### src/glc_ram.sv
// Generic simple dual-port RAM with one write port and a registered read port.
// Depends on nothing; width and depth come from its parameters.
`default_nettype none

module glc_ram #(
    parameter int WIDTH = 8,
    parameter int DEPTH = 2
) (
    input  wire logic                     clk,
    input  wire logic                     wr_en,
    input  wire logic [$clog2(DEPTH)-1:0] wr_addr,
    input  wire logic [WIDTH-1:0]         wr_data,
    input  wire logic [$clog2(DEPTH)-1:0] rd_addr,
    output logic      [WIDTH-1:0]         rd_data
);

    logic [WIDTH-1:0] mem_reg [DEPTH];
    logic [WIDTH-1:0] rd_data_reg;

    always_ff @(posedge clk)
    begin
        if (wr_en)
        begin
            mem_reg[wr_addr] <= wr_data;
        end
        rd_data_reg <= mem_reg[rd_addr];
    end

    assign rd_data = rd_data_reg;

endmodule

`default_nettype wire

### config.mk
export PLATFORM = sky130hd
export DESIGN_NAME = glc_ram
export DESIGN_NICKNAME = d
export VERILOG_FILES = /design/src/glc_ram.sv
export SDC_FILE = /design/constraint.sdc
export NUM_CORES = 1
export LEC_CHECK = 0
export BUFFER_PORTS_ARGS = -buffer_cell sky130_fd_sc_hd__buf_2
export CORE_MARGIN = 2
export CORE_UTILIZATION = 50
export CTS_BUF_LIST = sky130_fd_sc_hd__clkbuf_4
export CTS_CLUSTER_DIAMETER = 30
export DETAILED_ROUTE_END_ITERATION = 10
export PLACE_DENSITY = 0.86
export SETUP_SLACK_MARGIN = 0.02
export SYNTH_ARGS = -nofsm -noshare
export SYNTH_HDL_FRONTEND = slang
export SYNTH_SLANG_ARGS = --single-unit
### constraint.sdc
create_clock -name clk -period 2.2 [get_ports clk]
set_clock_uncertainty 0.15 [all_clocks]
set_input_delay 0.44 -clock clk [delete_from_list [all_inputs] [get_ports clk]]
set_output_delay 0.44 -clock clk [all_outputs]
set_load 0.005 [all_outputs]
# --- After elaboration in Yosys (flattened, before gate mapping) ---
# Memory sizes are Yosys's and may differ from the RTL's. A register that Yosys moved wholly into a read port is not among the register bits.
# Cells that the tools add are included.
word_totals:
  ram_bits: 16
  elab_cells: 3
  mem_count: 1
  input_bits: 12
  register_bits: 0
  output_inout_bits: 8
op_classes:
  muxes: 2
mem_list:
  columns: ["name", "depth", "word_bits", "read_ports", "rd_clocked_by_memory_dff", "wr", "line_no", "rtl"]
  rows:
  - ["mem_reg", 2, 8, 1, 1, 1, "17", "logic [WIDTH-1:0] mem_reg [DEPTH];"]
ops:
  columns: ["cell", "count"]
  rows:
  - ["1-bit two-way mux", 2]

# --- Logic depth before layout (Yosys ltp) ---
depth:
  ltp_word: 2
  depth_mapped: 2
  ltp_nobuf: 1

# --- Worst setup path before layout ---
# OpenSTA, ideal clock, no wires.
synth_path:
  kind: "in2reg"
  from: "in wr_en"
  to: "mem mem_reg[0][0], enable pin"
  required_time_ns: 1.677
  setup_ns: 0.373
  arrival_ns: 0.860
  n_path_buf: 0
  setup_slack_ns: 0.817
  path_stages: 1
  cell_sequence: "nor2b_1"
synth_between:
  elab_chain_len: 2
synth_rtl:
  columns: ["item", "line_no", "rtl"]
  rows:
  - ["start: declaration", "10", "input wire logic wr_en,"]
  - ["1-bit two-way mux", "22", "if (wr_en)"]
  - ["1-bit two-way mux (implied by the code)", "24", "mem_reg[wr_addr] <= wr_data;"]
  - ["end: declaration", "17", null]
# Every way passes these cells.

# --- Worst setup path after layout ---
layout_path:
  from: "reg rd_data_reg[2] (netlist: rd_data[2]) (read register of mem_reg)"
  to: "out rd_data[2]"
layout_rtl:
  columns: ["item", "line_no", "rtl"]
  rows:
  - ["start: declaration", "18", "logic [WIDTH-1:0] rd_data_reg;"]
  - ["end: declaration", "14", "output logic [WIDTH-1:0] rd_data"]
# No word-level cell between the ends.

==> summary.md <==
| Metric | Value |
|---|---|
| RSZ-0062 raised after global routing | no |
| Logic depth of the worst path, buffers included | 1 |
| Seq. cell area | about 640 sq um |
| Seq/Total Area, Yosys | between 80 and 90% |
| Leakage | 0.0003768 uW |
| CP bufs+invs | 1 |
| Most frequent cell after synthesis | edfxtp_1 |
| CTS Buf Count | 3 |
| Syn nets | between 40 and 50 |
| Worst slew margin | a little under three fifths |
| Logic pwr share | under 10% |
| Number of antenna violations at the first check in global routing | 0 |
| Ys async rst share | 0% |
| Width of the chip | about 44 microns |
| Diode count | 0 |
| Status | completed |
| Leading area contributor after synthesis | edfxtp_1 |
| IO Port Bufs | 19 |
| Vias per inst | around 4.6 |
| Met3 Use GR | ~2.5% |
| Non-Filler Instances | 72 |
| Area grow syn2layout | 16.11% |
| Nets@finish | 70 |
| Final setup violation count | 0 |
| First-pass GRT wire length | about 1.3 mm |
| DRC viols | 0 |
| Switching Power | 134.6 uW |
| Post-CTS Resized | 0 |
| Skew-Pair Late Insertion Delay | 0.29 ns |
| Flops & latches, synth | 24 |
| Ys Warns | 0 |
| Reg power frac | between 60% and 70% |
| Slew Viols, Final | 0 |
| Max reg flops | 16 |
| Post-CTS Hold Fix Bufs | 0 |
| # Post-CTS Setup Buffers | 0 |
| Vias in the first global route | roughly 320 |
| Hold WC Path Type | in2reg |
| Type of the worst setup path | reg2out |
| Int Pwr | 615.5 uW |
| Worst-margin pin slew | around 0.66 ns |
| Root buffer cell | clkbuf_4 |
| Worst path slowest cell | dfxtp_1 |
| DR vias | between 300 and 400 |
| Net Sw Frac | between 10% and 20% |
| Synth cell types | 6 |
| Largest net degree at the start of global routing | 13 |
| Clock transition at the registers of the reported paths | between 0.1 and 0.15 ns |
| Syn Area/Cell | between 20 and 25 sq um |
| Share of the synthesized area in the top cell type | 61.24% |
| Gpl congestion | around 0.64 |
| I/O pin cnt | 20 |
| Critical Path RT | around 1.6 ns |
| Final Cell Area | 910.9 sq um |
| Startpoint types | flip-flop |
| Worst vdd rail ir drop | 0.5040 mV |
| Worst Path Arrival | ~0.72 ns |
| Site Rows | 14 |
| Post-route ant nets | 0 |
| CORE AREA | around 1500 sq um |
| Clk sinks | 24 |
| Chip height | between 40 and 50 microns |
| R2R depth | 1 |
| CTS tree | yes |
| Met2 usage | between 10% and 20% |
| Finished Core Util | between 60% and 70% |
| Top delay family on crit path | flip-flops |
| Synth top area cells | edfxtp_1, dfxtp_1, mux2_4 |
| Synth Instances | 35 |
| Clock Tree Buf Depth | 2 |
| Critical path cell sequence | buf_2 |
| Post-synth top cells | edfxtp_1, dfxtp_1, mux2_4 |
| Critical Path End Type | primary output |
| Grt total ovfl | 0 |
| Drt pass-1 iters | 3 |
| Busiest layer in global routing | met2 |
| Cell Area, Synth | 784.5 sq um |
| FMAX | roughly 0.77 GHz |
| H-Tree Depth | 1 |
| Final min period | between 1 and 1.5 ns |
| Final Cycle Share | between 50 and 60% |
| GR Util met1 | 11.97% |
| Clock power share | between 20% and 30% |
| WHS | ~0.18 ns |
| Share of cells above drive strength 1 | between 50% and 60% |
| Hold Fails Final Rpt | 0 |
| Max stage delay on crit path | between 0.3 and 0.4 ns |
| Placed insts | between 60 and 70 |
| Hold depth | 1 |
| Area of the multi-input gates | 132.6 sq um |
| Filler cell count | 110 |
| Setup TNS | 0 ns |
| Initial core utilization | around 53% |
| Iter 0 DRT Violations | 9 |
| Max Cap Viol | 0 |
| Area after DPL | 888.4 sq um |
| Wire length per cell | approximately 11 microns |
| EDFF count, synth | 16 |
| Overall Global Routing Usage | 9.372% |
| Critical-path maximum fanout | 1 |
| Ys flop type | edfxtp_1 |
| WL final | between 800 and 900 microns |
| Cell Pwr Density | approximately 820 nW/um^2 |
| Die Area | between 1500 and 2000 sq um |
-- path summary, 6_finish.rpt --
| kind | startpoint | slack, ns | end |
|---|---|---|---|
| max | rd_data[2] | 0.89 | rd_data[2] |
| min | wr_data[2] | 0.18 | mem_reg[0][2] |
| max reg2reg | mem_reg[0][1] | 1.29 | rd_data[1] |
| min reg2reg | mem_reg[1][6] | 0.33 | rd_data[6] |
-- power by group through the flow --
| stage | Clock (uW) | Combinational, uW | Sequential [uW] |
|---|---|---|---|
| finish | 169 | 57.7 | 524 |
| global route | 195 | 63.1 | 527 |
| CTS | 176 | 59.1 | 524 |
| detailed placement | 0 | 59.1 | 534 |
| global placement | 0 | 57.0 | 534 |
| floorplan | 0 | 31.0 | 536 |
-- through the flow --
step                setup WS, ns  power, uW
floorplan                 0.8166      566.6
global placement          0.6734      590.8
detailed placement        0.5764      593.6
CTS                       0.8811      758.5
global route              0.8494      784.8
finish                    0.8946      750.2
-- kinds of logic (layout without fill, tap and decap cells) --
logic type / Yosys count / in the layout / synth area share, %
buffers and inverters: 1 / 22 / 1.435
flip-flops: 24 / 24 / 81.66
multiplexers: 8 / 8 / 15.31
AND/OR/NAND/NOR: 2 / 2 / 1.596
-- layer usage --
| layer | up-vias | wire length [microns] |
|---|---|---|
| met3 | 2 | 72 |
| li1 | 174 | - |
| met4 | 0 | 5 |
| met1 | 142 | 367 |
| met5 | - | 0 |
| met2 | 15 | 373 |
-- layout by cell type (no fill, tap or decap), drive strengths merged --
cell type / synthesis / layout
nor2b: 1 / 1
and2: 1 / 1
mux2: 8 / 8
clkbuf: 0 / 3
edfxtp: 16 / 16
buf: 1 / 19
dfxtp: 8 / 8
-- layout make-up --
class,instances,share of cell area (%)
multi-input cells,10,14.56
well taps,16,2.198
repair buffers,19,10.44
flip-flops and latches,24,70.33
clock buffers,3,2.473
Power figures use the tool's default switching activity.
